===== src/rtl/core/c_subset_lexer_assert.svh =====
// Assertion macros for the lexer block.
// Needs clk and rst_n in the including scope.
`ifndef C_SUBSET_LEXER_ASSERT_SVH
`define C_SUBSET_LEXER_ASSERT_SVH
// same-cycle implication
`define CSL_IMPLY(lbl, a, b) \
  lbl: assert property (@(posedge clk) disable iff (!rst_n) (a) |-> (b)) \
    else $error("lexer check failed");
// next-cycle implication
`define CSL_NEXT(lbl, a, b) \
  lbl: assert property (@(posedge clk) disable iff (!rst_n) (a) |=> (b)) \
    else $error("lexer check failed");
`endif


===== src/rtl/core/c_lex_pkg.sv =====
// Constants, codes and character tables of the lexer.
// No dependencies.
package c_lex_pkg;
  localparam int MAX_TEXT = 32;
  localparam int AW  = $clog2(MAX_TEXT);
  localparam int TLW = $clog2(MAX_TEXT + 2);
  localparam int KW_N = 18;

  localparam logic [2:0] M_IDLE = 3'd0, M_NORMAL = 3'd1, M_IDENT = 3'd2, M_NUMBER = 3'd3,
                         M_LINE_CMT = 3'd4, M_BLOCK_CMT = 3'd5, M_SKIP_NORMAL = 3'd6,
                         M_SKIP_BLOCK = 3'd7;

  localparam logic [5:0] K_EOF = 6'd0, K_INT = 6'd1, K_IDENT = 6'd2, K_KEYWORD0 = 6'd3,
                         K_TWO0 = 6'd21, K_ONE0 = 6'd31, K_BAD = 6'd50, K_OPEN_CMT = 6'd51;

  localparam logic [7:0] CH_LF = 8'h0A;

  localparam logic [71:0] KW_STR [KW_N] = '{
    72'("int"), 72'("char"), 72'("short"), 72'("long"), 72'("return"), 72'("if"),
    72'("else"), 72'("while"), 72'("for"), 72'("break"), 72'("continue"), 72'("do"),
    72'("goto"), 72'("switch"), 72'("case"), 72'("default"), 72'("_assert"),
    72'("_print")};

  localparam logic [15:0] TWO_STR [10] = '{"==", "!=", "<=", ">=", "&&", "||", "+=", "-=",
                                           "++", "--"};
  localparam logic [7:0] ONE_STR [19] = '{"(", ")", "{", "}", "[", "]", ";", "-", "+", "*",
                                          "/", "=", ",", "!", "<", ">", "%", ":", "&"};

  typedef logic [KW_N-1:0] kw_mask_t;

  function automatic logic [3:0] kw_len(input int k);
    logic [3:0] n;
    n = '0;
    for (int j = 0; j < 9; j++)
      if (KW_STR[k][8*j +: 8] != 8'd0) n = n + 4'd1;
    return n;
  endfunction

  function automatic logic [7:0] kw_char(input int k, input logic [3:0] i);
    logic [3:0] n;
    logic [7:0] ch;
    n = kw_len(k);
    ch = 8'd0;
    for (int j = 0; j < 9; j++)
      if (i < n && 4'(j) == n - 4'd1 - i) ch = KW_STR[k][8*j +: 8];
    return ch;
  endfunction

  function automatic logic is_alpha(input logic [7:0] c);
    return (c >= "a" && c <= "z") || (c >= "A" && c <= "Z");
  endfunction

  function automatic logic is_digit(input logic [7:0] c);
    return c >= "0" && c <= "9";
  endfunction

  function automatic logic is_space(input logic [7:0] c);
    return c == " " || (c >= 8'd9 && c <= 8'd13);
  endfunction

  function automatic logic is_ident(input logic [7:0] c);
    return is_alpha(c) || is_digit(c) || c == "_";
  endfunction

  // keyword kind when the text matches, else K_EOF
  function automatic logic [5:0] kw_hit(input kw_mask_t m, input logic [TLW-1:0] len);
    logic [5:0] r;
    r = K_EOF;
    for (int k = KW_N - 1; k >= 0; k--)
      if (m[k] && TLW'(kw_len(k)) == len) r = K_KEYWORD0 + 6'(k);
    return r;
  endfunction

  function automatic logic [5:0] two_code(input logic [7:0] c, input logic [7:0] nx);
    logic [5:0] r;
    r = K_EOF;
    for (int k = 9; k >= 0; k--)
      if (TWO_STR[k] == {c, nx}) r = K_TWO0 + 6'(k);
    return r;
  endfunction

  function automatic logic [5:0] one_code(input logic [7:0] c);
    logic [5:0] r;
    r = K_EOF;
    for (int k = 18; k >= 0; k--)
      if (ONE_STR[k] == c) r = K_ONE0 + 6'(k);
    return r;
  endfunction

  function automatic logic [15:0] sat_inc(input logic [15:0] v);
    return (v == 16'hFFFF) ? v : v + 16'd1;
  endfunction
endpackage


===== src/rtl/core/c_lex_ram.sv =====
// Generic single-write, single-read RAM with registered read data.
// No dependencies.
module c_lex_ram #(
  parameter int WIDTH = 8,
  parameter int DEPTH = 32
) (
  input  logic                     clk,
  input  logic                     we,
  input  logic [$clog2(DEPTH)-1:0] waddr,
  input  logic [WIDTH-1:0]         wdata,
  input  logic [$clog2(DEPTH)-1:0] raddr,
  output logic [WIDTH-1:0]         rdata
);
  logic [WIDTH-1:0] mem [DEPTH];

  always_ff @(posedge clk) begin
    if (we) mem[waddr] <= wdata;
    rdata <= mem[raddr];
  end
endmodule


===== src/rtl/core/c_subset_lexer.sv =====
// Streaming lexer for a small C subset: top level, control and output register.
// Depends on c_lex_pkg, c_lex_ram and c_subset_lexer_assert.svh.
//
// Usage:
// in_* carries one source byte per request; byte 0 ends the text, flushes any
// pending token, emits an eof token and returns the lexer to its reset state.
// out_* carries result items: tdata holds kind, start line, start column and
// text character; tlast marks the final item of a token.
// One byte is held as lookahead, so a token appears once the byte after it
// has been taken. A byte is taken, then its items are issued in order from
// the output register; the next byte is taken only after the last item has
// been loaded and the sequencer has returned to idle.
// Identifier and integer text is replayed from the text RAM, waiting for the
// registered read data before each character; a text token that starts on
// the byte ending such a token gets its RAM write after that replay.
// Reset (rst_n low, synchronous) clears the lexer state; the text RAM needs no
// clearing. When the receiver stalls the output register holds its item and
// the sequencer waits; no item is lost.
module c_subset_lexer (
  input  logic        clk,
  input  logic        rst_n,
  input  logic        in_tvalid,
  output logic        in_tready,
  input  logic [7:0]  in_tdata,   // [7:0] source_byte
  output logic        out_tvalid,
  input  logic        out_tready,
  output logic [47:0] out_tdata,  // [5:0] token_kind, [21:6] start_line,
                                  // [37:22] start_column, [45:38] text_char
  output logic        out_tlast   // last_of_token
);
  import c_lex_pkg::*;

  localparam logic ST_IDLE = 1'b0, ST_RUN = 1'b1;

  logic st_r, st_nxt;
  logic [2:0] mode_r, mode_nxt;
  logic [7:0] held_r, held_nxt;
  logic [TLW-1:0] tlen_r, tlen_nxt;
  kw_mask_t kwm_r, kwm_nxt;
  logic [15:0] tok_line_r, tok_line_nxt, tok_col_r, tok_col_nxt;
  logic [15:0] cur_line_r, cur_line_nxt, cur_col_r, cur_col_nxt;

  logic f_act_r, f_act_nxt, f_iskw_r, f_iskw_nxt;
  logic [5:0] f_kind_r, f_kind_nxt;
  logic [TLW-1:0] f_cnt_r, f_cnt_nxt, f_idx_r, f_idx_nxt;
  logic [15:0] f_line_r, f_line_nxt, f_col_r, f_col_nxt;
  logic rd_ok_r, rd_ok_nxt;
  logic pw_r, pw_nxt;
  logic [7:0] pw_data_r, pw_data_nxt;

  logic s_act_r, s_act_nxt;
  logic [5:0] s_kind_r, s_kind_nxt;
  logic [7:0] s_char_r, s_char_nxt;
  logic [15:0] s_line_r, s_line_nxt, s_col_r, s_col_nxt;
  logic e_act_r, e_act_nxt;
  logic [15:0] e_line_r, e_line_nxt, e_col_r, e_col_nxt;

  logic out_valid_r, out_valid_nxt, out_last_r, out_last_nxt;
  logic [5:0] out_kind_r, out_kind_nxt;
  logic [15:0] out_line_r, out_line_nxt, out_col_r, out_col_nxt;
  logic [7:0] out_char_r, out_char_nxt;

  logic ram_we;
  logic [AW-1:0] ram_waddr;
  logic [7:0] ram_wdata, ram_rdata;

  logic in_acc, out_free, proceed, do_flush, started;
  logic [7:0] c, nx;
  logic [5:0] kw, tc, oc;
  logic [2:0] m;

  c_lex_ram #(.WIDTH(8), .DEPTH(MAX_TEXT)) u_text (
    .clk(clk), .we(ram_we), .waddr(ram_waddr), .wdata(ram_wdata),
    .raddr(f_idx_r[AW-1:0]), .rdata(ram_rdata)
  );

  assign in_tready = (st_r == ST_IDLE);
  assign in_acc = in_tvalid && in_tready;
  assign out_free = !out_valid_r || out_tready;
  assign c = held_r;
  assign nx = in_tdata;

  always_comb begin
    st_nxt = st_r; mode_nxt = mode_r; held_nxt = held_r; tlen_nxt = tlen_r; kwm_nxt = kwm_r;
    tok_line_nxt = tok_line_r; tok_col_nxt = tok_col_r;
    cur_line_nxt = cur_line_r; cur_col_nxt = cur_col_r;
    f_act_nxt = f_act_r; f_iskw_nxt = f_iskw_r; f_kind_nxt = f_kind_r;
    f_cnt_nxt = f_cnt_r; f_idx_nxt = f_idx_r; f_line_nxt = f_line_r; f_col_nxt = f_col_r;
    rd_ok_nxt = rd_ok_r; pw_nxt = pw_r; pw_data_nxt = pw_data_r;
    s_act_nxt = s_act_r; s_kind_nxt = s_kind_r; s_char_nxt = s_char_r;
    s_line_nxt = s_line_r; s_col_nxt = s_col_r;
    e_act_nxt = e_act_r; e_line_nxt = e_line_r; e_col_nxt = e_col_r;
    out_valid_nxt = out_valid_r && !out_tready;
    out_last_nxt = out_last_r; out_kind_nxt = out_kind_r; out_line_nxt = out_line_r;
    out_col_nxt = out_col_r; out_char_nxt = out_char_r;
    ram_we = 1'b0; ram_waddr = '0; ram_wdata = c;
    proceed = 1'b0; do_flush = 1'b0; started = 1'b0; m = mode_r;
    kw = K_EOF; tc = two_code(c, nx); oc = one_code(c);

    if (in_acc) begin
      st_nxt = ST_RUN; rd_ok_nxt = 1'b0; f_idx_nxt = '0;
      f_act_nxt = 1'b0; s_act_nxt = 1'b0; e_act_nxt = 1'b0; pw_nxt = 1'b0;
      pw_data_nxt = c;
      if (mode_r == M_IDLE) begin
        if (nx == 8'd0) begin
          e_act_nxt = 1'b1; e_line_nxt = cur_line_r; e_col_nxt = cur_col_r;
        end else begin
          held_nxt = nx; mode_nxt = M_NORMAL;
        end
      end else begin
        case (mode_r)
          M_SKIP_NORMAL: m = M_NORMAL;
          M_SKIP_BLOCK:  m = M_BLOCK_CMT;
          M_LINE_CMT:    if (c == CH_LF) m = M_NORMAL;
          M_BLOCK_CMT:   if (c == "*" && nx == "/") m = M_SKIP_NORMAL;
          M_IDENT, M_NUMBER: begin
            if ((mode_r == M_IDENT) ? is_ident(c) : is_digit(c)) begin
              if (tlen_r < TLW'(MAX_TEXT)) begin
                ram_we = 1'b1; ram_waddr = tlen_r[AW-1:0];
              end
              if (tlen_r <= TLW'(MAX_TEXT)) tlen_nxt = tlen_r + TLW'(1);
              for (int k = 0; k < KW_N; k++)
                kwm_nxt[k] = kwm_r[k] && tlen_r < TLW'(9) &&
                             kw_char(k, tlen_r[3:0]) == c;
            end else begin
              do_flush = 1'b1; proceed = 1'b1; m = M_NORMAL;
            end
          end
          default: begin
            proceed = 1'b1; m = M_NORMAL;
          end
        endcase
        if (do_flush) begin
          kw = (mode_r == M_IDENT) ? kw_hit(kwm_r, tlen_r) : K_EOF;
          f_act_nxt = 1'b1; f_iskw_nxt = (kw != K_EOF);
          f_kind_nxt = (kw != K_EOF) ? kw : ((mode_r == M_IDENT) ? K_IDENT : K_INT);
          f_cnt_nxt = (tlen_r > TLW'(MAX_TEXT)) ? TLW'(MAX_TEXT) : tlen_r;
          f_line_nxt = tok_line_r; f_col_nxt = tok_col_r;
        end
        if (proceed) begin
          s_line_nxt = cur_line_r; s_col_nxt = cur_col_r; s_char_nxt = 8'd0;
          if (c == "/" && nx == "/") begin
            m = M_LINE_CMT;
          end else if (c == "/" && nx == "*") begin
            tok_line_nxt = cur_line_r; tok_col_nxt = cur_col_r; m = M_SKIP_BLOCK;
          end else if (is_space(c)) begin
            m = M_NORMAL;
          end else if (is_alpha(c) || c == "_" || is_digit(c)) begin
            started = 1'b1;
            m = is_digit(c) ? M_NUMBER : M_IDENT;
            tok_line_nxt = cur_line_r; tok_col_nxt = cur_col_r; tlen_nxt = TLW'(1);
            for (int k = 0; k < KW_N; k++) kwm_nxt[k] = (kw_char(k, 4'd0) == c);
            if (do_flush) pw_nxt = 1'b1;
            else ram_we = 1'b1;
          end else if (tc != K_EOF) begin
            m = M_SKIP_NORMAL; s_act_nxt = 1'b1; s_kind_nxt = tc;
          end else begin
            s_act_nxt = 1'b1; s_kind_nxt = (oc != K_EOF) ? oc : K_BAD;
          end
        end
        mode_nxt = m;
        if (c == CH_LF) begin
          cur_line_nxt = sat_inc(cur_line_r); cur_col_nxt = 16'd1;
        end else begin
          cur_col_nxt = sat_inc(cur_col_r);
        end
        held_nxt = nx;
        if (nx == 8'd0) begin
          if (m == M_IDENT || m == M_NUMBER) begin
            if (started) begin
              s_act_nxt = 1'b1; s_kind_nxt = (m == M_IDENT) ? K_IDENT : K_INT;
              s_char_nxt = c;
            end else begin
              kw = (m == M_IDENT) ? kw_hit(kwm_nxt, tlen_nxt) : K_EOF;
              f_act_nxt = 1'b1; f_iskw_nxt = (kw != K_EOF);
              f_kind_nxt = (kw != K_EOF) ? kw : ((m == M_IDENT) ? K_IDENT : K_INT);
              f_cnt_nxt = (tlen_nxt > TLW'(MAX_TEXT)) ? TLW'(MAX_TEXT) : tlen_nxt;
              f_line_nxt = tok_line_r; f_col_nxt = tok_col_r;
            end
          end else if (m == M_BLOCK_CMT || m == M_SKIP_BLOCK) begin
            s_act_nxt = 1'b1; s_kind_nxt = K_OPEN_CMT; s_char_nxt = 8'd0;
            s_line_nxt = tok_line_nxt; s_col_nxt = tok_col_nxt;
          end
          e_act_nxt = 1'b1; e_line_nxt = cur_line_nxt; e_col_nxt = cur_col_nxt;
          mode_nxt = M_IDLE; held_nxt = 8'd0; tlen_nxt = '0;
          tok_line_nxt = 16'd1; tok_col_nxt = 16'd1;
          cur_line_nxt = 16'd1; cur_col_nxt = 16'd1;
        end
      end
    end else if (st_r == ST_RUN) begin
      rd_ok_nxt = 1'b1;
      if (f_act_r) begin
        if (out_free && (f_iskw_r || rd_ok_r)) begin
          out_valid_nxt = 1'b1; out_kind_nxt = f_kind_r;
          out_line_nxt = f_line_r; out_col_nxt = f_col_r;
          out_char_nxt = f_iskw_r ? 8'd0 : ram_rdata;
          out_last_nxt = f_iskw_r || (f_idx_r + TLW'(1) == f_cnt_r);
          if (out_last_nxt) f_act_nxt = 1'b0;
          f_idx_nxt = f_idx_r + TLW'(1); rd_ok_nxt = 1'b0;
        end
      end else if (pw_r) begin
        ram_we = 1'b1; ram_wdata = pw_data_r; pw_nxt = 1'b0;
      end else if (s_act_r) begin
        if (out_free) begin
          out_valid_nxt = 1'b1; out_kind_nxt = s_kind_r; out_line_nxt = s_line_r;
          out_col_nxt = s_col_r; out_char_nxt = s_char_r; out_last_nxt = 1'b1;
          s_act_nxt = 1'b0;
        end
      end else if (e_act_r) begin
        if (out_free) begin
          out_valid_nxt = 1'b1; out_kind_nxt = K_EOF; out_line_nxt = e_line_r;
          out_col_nxt = e_col_r; out_char_nxt = 8'd0; out_last_nxt = 1'b1;
          e_act_nxt = 1'b0;
        end
      end else begin
        st_nxt = ST_IDLE;
      end
    end
  end

  always_ff @(posedge clk) begin
    if (!rst_n) begin
      st_r <= ST_IDLE; mode_r <= M_IDLE; held_r <= 8'd0; tlen_r <= '0;
      tok_line_r <= 16'd1; tok_col_r <= 16'd1; cur_line_r <= 16'd1; cur_col_r <= 16'd1;
      f_act_r <= 1'b0; s_act_r <= 1'b0; e_act_r <= 1'b0; pw_r <= 1'b0;
      rd_ok_r <= 1'b0; out_valid_r <= 1'b0; f_idx_r <= '0;
    end else begin
      st_r <= st_nxt; mode_r <= mode_nxt; held_r <= held_nxt; tlen_r <= tlen_nxt;
      tok_line_r <= tok_line_nxt; tok_col_r <= tok_col_nxt;
      cur_line_r <= cur_line_nxt; cur_col_r <= cur_col_nxt;
      f_act_r <= f_act_nxt; s_act_r <= s_act_nxt; e_act_r <= e_act_nxt; pw_r <= pw_nxt;
      rd_ok_r <= rd_ok_nxt; out_valid_r <= out_valid_nxt; f_idx_r <= f_idx_nxt;
    end
  end

  always_ff @(posedge clk) begin
    kwm_r <= kwm_nxt; f_iskw_r <= f_iskw_nxt; f_kind_r <= f_kind_nxt; f_cnt_r <= f_cnt_nxt;
    f_line_r <= f_line_nxt; f_col_r <= f_col_nxt; pw_data_r <= pw_data_nxt;
    s_kind_r <= s_kind_nxt; s_char_r <= s_char_nxt; s_line_r <= s_line_nxt;
    s_col_r <= s_col_nxt; e_line_r <= e_line_nxt; e_col_r <= e_col_nxt;
    out_last_r <= out_last_nxt; out_kind_r <= out_kind_nxt; out_line_r <= out_line_nxt;
    out_col_r <= out_col_nxt; out_char_r <= out_char_nxt;
  end

  assign out_tvalid = out_valid_r;
  assign out_tlast = out_last_r;
  assign out_tdata = {2'b00, out_char_r, out_col_r, out_line_r, out_kind_r};

`include "c_subset_lexer_assert.svh"
  `CSL_IMPLY(a_idle_empty, st_r == ST_IDLE, !f_act_r && !s_act_r && !e_act_r && !pw_r)
  `CSL_IMPLY(a_flush_idx, f_act_r && !f_iskw_r, f_idx_r < f_cnt_r)
  `CSL_IMPLY(a_flush_cnt, f_act_r, f_cnt_r <= TLW'(MAX_TEXT) && f_cnt_r != '0)
  `CSL_NEXT(a_eof_reset, in_acc && in_tdata == 8'd0, mode_r == M_IDLE && e_act_r)
endmodule

===== config.mk =====
export PLATFORM = sky130hd
export DESIGN_NAME = c_subset_lexer
export DESIGN_NICKNAME = d
export VERILOG_FILES = /design/src/rtl/core/c_lex_pkg.sv /design/src/rtl/core/c_lex_ram.sv /design/src/rtl/core/c_subset_lexer.sv
export VERILOG_INCLUDE_DIRS = /design/src /design/src/rtl/core
export SDC_FILE = /design/constraint.sdc
export NUM_CORES = 1
export LEC_CHECK = 0
export BUFFER_PORTS_ARGS = -buffer_cell sky130_fd_sc_hd__buf_2
export CORE_MARGIN = 1.5
export CORE_UTILIZATION = 55
export DETAILED_ROUTE_END_ITERATION = 8
export PLACE_DENSITY = 0.71
export SLEW_MARGIN = 20
export SYNTH_ARGS = -nofsm -noshare
export SYNTH_HDL_FRONTEND = slang
export SYNTH_SLANG_ARGS = --single-unit
export TNS_END_PERCENT = 30

===== constraint.sdc =====
create_clock -name clk -period 11 [get_ports clk]
set_input_delay 0 -clock clk [delete_from_list [all_inputs] [get_ports clk]]
set_output_delay 0 -clock clk [all_outputs]
set_load 0.01 [all_outputs]

# Word level (Yosys, flattened, before mapping)
# Memories as Yosys holds them, arrays and structs flattened. A register that Yosys moved wholly into a read port is not among the register bits.
# Cells that the tools add are included.
classes:
  order_cmp: 27
  n_reduce_logical: 256
  n_addsub: 53
  mux: 989
  n_bitwise: 4
  n_eq_ne: 217
op_table:
  columns: ["operator", "count"]
  rows:
  - ["$mux 8", 503]
  - ["$mux 16", 54]
  - ["$mux 6", 112]
  - ["$mux 4", 152]
  - ["$eq 8x8->1", 36]
  - ["$mux 7", 33]
  - ["$eq 3x4->1 const A", 56]
  - ["$logic_and 1x1->1", 208]
  - ["$mux 18", 9]
  - ["$eq 14x16->1 const A", 9]
  - ["$eq 6x8->1 const A", 15]
  - ["$add 4x1->4 const B", 28]
  - ["$eq 2x4->1 const A", 28]
  - ["$mux 1", 99]
  - ["$eq 4x6->1", 14]
  - ["$eq 1x4->1 const A", 14]
  - ["$eq 4x4->1 const A", 14]
  - ["$logic_not 4->1", 14]
  - ["$sub 4x1->4 const B", 14]
  - ["$mux 5", 9]
  - ["$mux 3", 14]
  - ["$eq 8x6->1 const B", 5]
  - ["$add 16x1->16 const B", 2]
  - ["$eq 16x16->1 const B", 2]
  - ["other kinds (41)", 102]
word_totals:
  input_bits: 12
  n_memories: 1
  register_bits: 290
  ramBits: 256
  out_inout_bits: 51
  wordCells: 1580
mem_list:
  columns: ["name", "depth", "word_bits", "rd", "rd_ports_with_merged_regs", "wr", "line_no", "source"]
  rows:
  - ["u_text.mem", 32, 8, 1, 1, 1, "c_lex_ram.sv:14", "logic [WIDTH-1:0] mem [DEPTH];"]

# Longest topological paths before layout
# Gate-level depths: netlist (run 1).
depth:
  depth_word: 126
  depth_mapped: 17
  depth_no_buf: 14

# By module
# Synthesis (run 1) repeated with hierarchy kept, for this count alone.
unflattened:
  hier_cells: 2540
  hier_area_um2: 28934.0
by_module_without_submodules:
  columns: ["mod", "seq_area_each_um2", "n_inst", "cells_each", "area_per_inst_um2"]
  rows:
  - ["c_subset_lexer", 7767.4, 1, 2123, 18880.6]
  - ["c_lex_ram", 7847.5, 1, 417, 10053.4]

# Worst setup path after synthesis (run 1)
# Ideal clock, no wire load.
synth_timing:
  kind: "register to register"
  from: "reg mode_r[1]"
  to: "reg cur_line_r[13]"
  setup_slack_ps: 6123
  setup_time_ps: 122
  t_arrival_ps: 4755
  required_time_ps: 10878
  stages_incl_launch_ff: 9
  period_less_slack_ps: 4877
  path_cell_list: "dfxtp_1 > clkbuf_1 > or3_1 > nand2_1 > inv_1 > clkbuf_1 > o21ai_0 > a22oi_1 > nor2b_1"
synth_between:
  elab_chain_cells: 3
synth_lines:
  columns: ["item", "line_no", "source"]
  rows:
  - ["start, declared", "c_subset_lexer.sv:36", "logic [2:0] mode_r, mode_nxt;"]
  - ["start signal, assigned", "c_subset_lexer.sv:228", "st_r <= st_nxt; mode_r <= mode_nxt; held_r <= held_nxt; tlen_r <= tlen_nxt;"]
  - ["$logic_not 3->1", "c_subset_lexer.sv:104", "if (mode_r == M_IDLE) begin"]
  - ["$not 1->1 (no source line)", null, null]
  - ["$reduce_and 2->1 (no source line)", null, null]
  - ["end signal, assigned", "c_subset_lexer.sv:230", "cur_line_r <= cur_line_nxt; cur_col_r <= cur_col_nxt;"]
  - ["end, declared", "c_subset_lexer.sv:41", "logic [15:0] cur_line_r, cur_line_nxt, cur_col_r, cur_col_nxt;"]
# No other way between the ends.
# A chain may end at the register's enable or synchronous reset.

# Worst setup path in the final report (run 1)
layout_timing:
  from: "reg tlen_r[1]"
  to: "reg f_kind_r[1], data pin"
layout_between:
  elab_chain_cells: 57
layout_lines:
  columns: ["item", "line_no", "source"]
  rows:
  - ["start, declared", "c_subset_lexer.sv:38", "logic [TLW-1:0] tlen_r, tlen_nxt;"]
  - ["start signal, assigned", "c_subset_lexer.sv:228", null]
  - ["$sub 4x4->4", "c_lex_pkg.sv:45", "if (i < n && 4'(j) == n - 4'd1 - i) ch = KW_STR[k][8*j +: 8];"]
  - ["$logic_not 4->1", "c_lex_pkg.sv:45", null]
  - ["$logic_and 1x1->1", "c_lex_pkg.sv:45", null]
  - ["$mux 7", "c_lex_pkg.sv:45", null]
  - ["$mux 8 (8 in series)", "c_lex_pkg.sv:45", null]
  - ["$mux 8", "c_subset_lexer.sv:117", "if ((mode_r == M_IDENT) ? is_ident(c) : is_digit(c)) begin"]
  - ["$mux 8", "c_subset_lexer.sv:111", "case (mode_r)"]
  - ["$mux 8", "c_subset_lexer.sv:104", null]
  - ["(+34 left out)", null, null]
  - ["$mux 6", "c_subset_lexer.sv:104", null]
  - ["$mux 6", "c_subset_lexer.sv:100", "if (in_acc) begin"]
  - ["$mux 6", "c_subset_lexer.sv:174", "kw = (m == M_IDENT) ? kw_hit(kwm_nxt, tlen_nxt) : K_EOF;"]
  - ["$reduce_bool 6->1", "c_subset_lexer.sv:176", "f_kind_nxt = (kw != K_EOF) ? kw : ((m == M_IDENT) ? K_IDENT : K_INT);"]
  - ["$mux 6", "c_subset_lexer.sv:176", null]
  - ["$mux 6", "c_subset_lexer.sv:170", "if (started) begin"]
  - ["$mux 6", "c_subset_lexer.sv:169", "if (m == M_IDENT || m == M_NUMBER) begin"]
  - ["$mux 6 (*)", "c_subset_lexer.sv:168", "if (nx == 8'd0) begin"]
  - ["end signal, assigned", "c_subset_lexer.sv:237", "kwm_r <= kwm_nxt; f_iskw_r <= f_iskw_nxt; f_kind_r <= f_kind_nxt; f_cnt_r <= f_cnt_nxt;"]
  - ["end, declared", "c_subset_lexer.sv:44", "logic [5:0] f_kind_r, f_kind_nxt;"]
# Mark *: on every way between the ends. The rest lies on a longest branch, timed or not. The select of a mux whose other input is x is not followed.

==> flow_metrics.tcl, run 1 <==
set metrics [dict create \
    clk_pin_slew_ns 0.07 \
    post_cts_buffers 0 \
    cts_resized 0 \
    max_cap_violations 0 \
    final_cell_mix "452 x edfxtp_1, 201 x nor2_1, 194 x nand2_1" \
    cp-startpoint "tlen_r[1]" \
    cts_tree "built" \
    power.share.combinational_pct 5.2 \
    r2r_slack_ns 5.66 \
    yosys_warnings 0 \
    end_kind "flip-flop" \
    crit_fanout 58 \
    cts_buffers 57 \
    rr_endpoint "f_kind_r[1]" \
    critPathArrivalTime_ns 5.73 \
    worst_r2r_path_depth 13 \
    wirelength_mm 84.71 \
    h-tree-depth 2 \
    dieArea_um2 53790 \
    seq_power_share_pct 51.6 \
    gr-total-overflow 0 \
    synth_flop_cell "edfxtp_1" \
    clk_latency_ns 0.64 \
    reg2reg_from "tlen_r[1]" \
    path_cells "inv_1, ha_2, buf_4, clkinv_1, nand4b_1, and2_1, a41oi_1, or4_1, a31oi_1, a41oi_1, nand4_1, o31ai_1, a22o_1" \
    worstSetupEndpoint "f_kind_r[1]" \
    vdd_drop_max_uv 143.8 \
    power.density_nw_per_um2 141.3 \
    fin_cells 3235 \
    grt_pass1_vias 21020 \
    p_sw_share_pct 23.16 \
    p_sw_mw 1.033 \
    rsz0062_at_grt "false" \
    antenna_cells 0 \
    final_common_cell "edfxtp_1" \
    grt_pass1_wl_mm 128.6 \
    core_area_um2 51510 \
    worstPathRequired_ns 11.39 \
    dpl.cell_count 3116 \
    crit_top_cell "a41oi_1" \
    post_drt_via_cell_ratio 6.792 \
    fp.dieW_um 231.9 \
    io_buffer_count 60 \
    rows 83 \
    antenna_found_initial 0 \
    setup_ws_ns 5.656 \
    fin_crit_sh_pct 48.58 \
    fin_setup_tns_ns 0 \
    area_growth_pct 9.497 \
    slew_viol_final 0 \
    drc 0 \
    setup_violations 0 \
    status "finished clean" \
    cts_sinks 554 \
    synth_edf_count 452 \
    synth-seq-cells 554 \
    clockPowerShare_pct 43.2 \
    period_needed_ns 5.344 \
    finalClockSkew_ns 0.02662 \
    whs_path_depth 3 \
    syn_avg_cell_area_um2 11.34 \
    max_freq_mhz 187.1 \
    slowest_delay_ns 0.73 \
    hold_viol 0 \
    synthDominantCellAreaShare_pct 47.09 \
    num_vias 21970 \
    place_congestion 0.9893 \
    dp_hpwl_mm 55.11 \
    netlist_instances 2541 \
    clock_path_buffers 3 \
    ys_seq_area_share_pct 54.17 \
    hold_class "input port to flip-flop" \
    num_io_pins 63 \
    drt_iter0_drc 2764 \
    p_int_mw 3.428 \
    synth_cell_type_count 108 \
    cp-start-kind "flip-flop" \
    p_leak_nw 10.07 \
    crit_type "flip-flop to flip-flop" \
    antenna_left 0 \
    start_util_pct 55.96 \
    maxSlewHeadroom_pct 26.49 \
    wl_per_cell_um 26.19 \
    drive_gt1_share_pct 15.66 \
    hold_buffers 10 \
    synth_area_um2 28830 \
    grt_max_degree 89 \
    power.total_mw 4.461 \
    crit_slowest_cell "clkinv_1" \
    synth_area_leaders "edfxtp_1 47%, dfxtp_1 7.1%, mux4_2 6.3%" \
    yosysTopAreaCell "edfxtp_1" \
    worst_slew_pin_slew_ns 1.094 \
    ys_async_sr_fraction_pct 0 \
    place_ws_ns 5.980 \
    cts_root_buffer "clkbuf_16" \
    grt.total_usage_pct 31.31 \
    final_net_count 2533 \
    first_pass_iters 9 \
    die_y_um 231.9 \
]
==> through the flow <==
step | utilization, % | hold WS, ns | cell area, um^2
after floorplan | - | 0.1449 | 28830
after global placement | 57.35 | 0.3131 | 29540
final | 61.28 | 0.08110 | 31560
after detailed placement | 57.35 | 0.3304 | 29540
after global routing | 61.28 | 0.09262 | 31560
after CTS | 61.21 | 0.03401 | 31530
==> per-layer routing <==
layer  vias to the layer above  track usage, %  wire length (um)
met5                         -               0                 0
met4                         0           10.35              2682
met3                       168           5.096              6824
met2                      1200           51.47             40860
met1                     10900           42.45             34340
li1                       9709               -                 -
==> layout make-up <==
type,count,area (um^2)
tap,680,850.8
fill,4035,19950
multi-input combinational,1749,12330
timing repair buffer,114,750.7
clock buffer,67,1526
clock inverter,41,360.3
inverter,30,115.1
sequential,554,15630
==> flip-flops by register name, indices dropped and copies added, names as in the netlist, 8 cells and up <==
register      flops
f_col_r          16
f_line_r         16
tok_line_r       16
cur_col_r        16
e_col_r          16
pw_data_r         8
e_line_r         16
u_text.mem      256
out_col_r        16
out_line_r       16
s_line_r         16
tok_col_r        16
kwm_r            18
u_text.rdata      8
out_char_r        8
c                 8
cur_line_r       16
s_col_r          16
s_char_r          8
==> power groups by stage <==
stage | Clock, mW | Combinational (mW) | Sequential (mW)
after floorplan | 0 | 0.146 | 2.34
after global placement | 0 | 0.220 | 2.35
after detailed placement | 0 | 0.223 | 2.35
after CTS | 1.95 | 0.226 | 2.30
after global routing | 2.02 | 0.245 | 2.30
final | 1.93 | 0.232 | 2.30
==> cell families after synthesis <==
group	share of synthesized area (%)
and+or+nand+nor	15.50
AOI/OAI and AO/OA	14.75
DFF	54.17
buffers and inverters	3.273
muxes	10.14
xor gates and xnor gates	1.515
adders and majority gates	0.6511
other	0.01301
==> worst min-delay path by stage <==
stage                      from      endpoint
detailed placement  in_tdata[7]          c[7]
floorplan           in_tdata[1]          c[1]
finish                    rst_n  tok_col_r[0]
global placement    in_tdata[6]          c[6]
CTS                       rst_n  tok_col_r[0]
global route              rst_n  tok_col_r[0]
==> cells in the mapped netlist (all sizes together), types with 49 or more instances <==
master and count:
a21oi 115, buf 49, clkbuf 160, mux2 53, o21ai 163, nand2 196
nand3 73, nor2b 85, a22oi 54, mux4 80, mux2i 51, nor3 54
nor2 206, dfxtp 102, edfxtp 452
==> critical path, delay by kind of cell, from the launching register on <==
| family | cells | cell delay [ns] |
|---|---|---|
| and+or+nand+nor | 4 | 1.63 |
| buffers and inverters | 3 | 1.60 |
| AOI/OAI and AO/OA | 5 | 1.04 |
| DFF | 1 | 0.52 |
| adders and majority gates | 1 | 0.23 |
(Power assumes the default switching activity.)
==> run 2, diff against run 1 <==
PLACE_DENSITY = 0.74   (was 0.71)
clock period = 4.4 ns   (was 11 ns; I/O delays follow)
==> flow_metrics.tcl, run 2 (synthesized netlist as in run 1, its figures left out) <==
set metrics [dict create \
    rr_endpoint "f_kind_r[1]" \
    clk_pin_slew_ns 0.08 \
    io_buffer_count 60 \
    p_sw_mw 2.587 \
    post_drt_via_cell_ratio 6.757 \
    clock_path_buffers 3 \
    gr-total-overflow 0 \
    first_pass_iters 7 \
    max_freq_mhz 234.4 \
    setup_violations 0 \
    antenna_left 0 \
    hold_class "input port to flip-flop" \
    period_needed_ns 4.266 \
    finalClockSkew_ns 0.04941 \
    p_leak_nw 10.74 \
    min_to "c[7]" \
    h-tree-depth 2 \
    drive_gt1_share_pct 19.52 \
    fin_setup_tns_ns 0 \
    place_ws_ns 0.1603 \
    vdd_drop_max_uv 346.6 \
    wirelength_mm 90.49 \
    end_kind "flip-flop" \
    place_congestion 1.003 \
    wl_per_cell_um 26.98 \
    power.share.combinational_pct 5.4 \
    cts_sinks 554 \
    r2r_slack_ns 0.13 \
    worst_r2r_path_depth 13 \
    crit_top_cell "a21oi_1" \
    drc 0 \
    fin_cells 3354 \
    start_util_pct 55.96 \
    drt_iter0_drc 2771 \
    rows 83 \
    antenna_cells 0 \
    setup_ws_ns 0.1343 \
    cp-start-kind "flip-flop" \
    p_int_mw 9.019 \
    path_cells "inv_1, ha_1, buf_4, or3b_2, a221oi_1, a21oi_1, o31a_1, a21oi_1, o21ai_0, a211oi_1, nor2_1, o41a_1, a22o_1" \
    path_delay_family "compound AO/OA/AOI/OAI gates" \
    critical_path_buf_inv_count 2 \
    cts_tree "built" \
    final_net_count 2654 \
    placedInstanceArea_um2 30510 \
    dpl.cell_count 3238 \
    dp_hpwl_mm 60.56 \
    final_cell_mix "452 x edfxtp_1, 201 x nor2_1, 194 x nand2_1" \
    p_sw_share_pct 22.29 \
    die_y_um 231.9 \
    largest_reg_flops 256 \
    clk_latency_ns 0.63 \
    num_io_pins 63 \
    crit_type "flip-flop to flip-flop" \
    max_cap_violations 0 \
    clockPowerShare_pct 45.0 \
    top_register "u_text.mem" \
    critPathArrivalTime_ns 4.61 \
    fin_area_um2 32660 \
    worstPathRequired_ns 4.74 \
    dieArea_um2 53790 \
    grt.total_usage_pct 33.68 \
    area_growth_pct 13.29 \
    fin_crit_sh_pct 96.95 \
    fp.dieW_um 231.9 \
    num_vias 22660 \
    power.total_mw 11.61 \
    power.density_nw_per_um2 355.4 \
    slowest_delay_ns 0.48 \
    seq_power_share_pct 49.7 \
    status "finished clean" \
    whs_path_depth 4 \
    maxSlewHeadroom_pct 31.72 \
    core_area_um2 51510 \
    grt_pass1_vias 22310 \
    antenna_found_initial 1 \
    grt_pass1_wl_mm 137.2 \
    cts_root_buffer "clkbuf_16" \
    top_regs "u_text.mem x256, kwm_r x18" \
    slew_viol_final 0 \
    hold_viol 0 \
    crit_slowest_cell "a211oi_1" \
    grt_max_degree 68 \
    final_common_cell "edfxtp_1" \
    cp-startpoint "tlen_r[0]" \
    hold_start "in_tdata[7]" \
    crit_fanout 11 \
    worst_slew_pin_slew_ns 1.022 \
    reg2reg_from "tlen_r[0]" \
    cts_buffers 55 \
]
[run 2: cell count changes in the layout (fill, tap and decap cells not counted), moves of 2 or more]
cell	change
buf_4	+118
bufinv_16	+10
clkinv_2	-5
buf_12	+4
clkbuf_16	-4
clkinv_1	-3
clkbuf_1	+2
clkinv_8	-2
clkinvlp_4	-2
dlygate4sd3_1	+2
ha_1	-2
ha_2	+2
[run 2: routing by layer]
metal  share of wire, %  GRT usage [%]  vias up
li1                   -              -     9943
met1                 39          44.82    11160
met2                 48          55.64     1294
met3                7.9          4.850      263
met4                4.2          13.68        2
met5              0.014              0        -
[run 2: worst max-delay path by stage]
stage / slack, ns / end / depth (start not counted)
2_1_floorplan: 0.34 / f_iskw_r / 16
3_3_place_gp: 0.21 / f_kind_r[1] / 14
3_5_place_dp: 0.16 / f_kind_r[1] / 14
4_1_cts: 0.14 / f_kind_r[2] / 14
5_1_grt: -0.002 / f_kind_r[2] / 13
6_report: 0.13 / f_kind_r[1] / 13
[run 2: power groups by stage]
stage	registers (mW)	logic, mW	clock network [mW]
floorplan	5.85	0.365	0
global placement	5.87	0.585	0
detailed placement	5.88	0.592	0
CTS	5.76	0.603	5.26
global route	5.77	0.658	5.44
finish	5.76	0.623	5.22
[run 2: what timing repair did]
item / in CTS / in global routing
gates resized for setup: 0 / 8
endpoints found under the setup margin: 0 / 6
buffers inserted: 0 / 0
hold buffers: 12 / 0
hold endpoints to repair: 39 / 0
[run 2: tightest hold or removal path, stage by stage]
cell and delay, ns:
dlygate4sd3_1 0.52, buf_2 0.14, mux2i_1 0.07, nor2b_1 0.09
[run 2: cell type report]
class	count	area, um^2
Tap cell	680	850.8
Timing Repair Buffer	237	1709
Multi-Input combinational cell	1749	12350
Sequential cell	554	15630
Fill cell	3932	18850
Clock inverter	39	568.0
Inverter	30	118.9
Clock buffer	65	1434
[run 2: metrics by stage]
| stage | utilization [%] | hold slack (ns) |
|---|---|---|
| after detailed placement | 59.23 | 0.3166 |
| after CTS | 63.35 | 0.2376 |
| after global routing | 63.40 | 0.3062 |
| after floorplan | - | 0.1449 |
| after global placement | 59.23 | 0.2998 |
| final | 63.40 | 0.2703 |
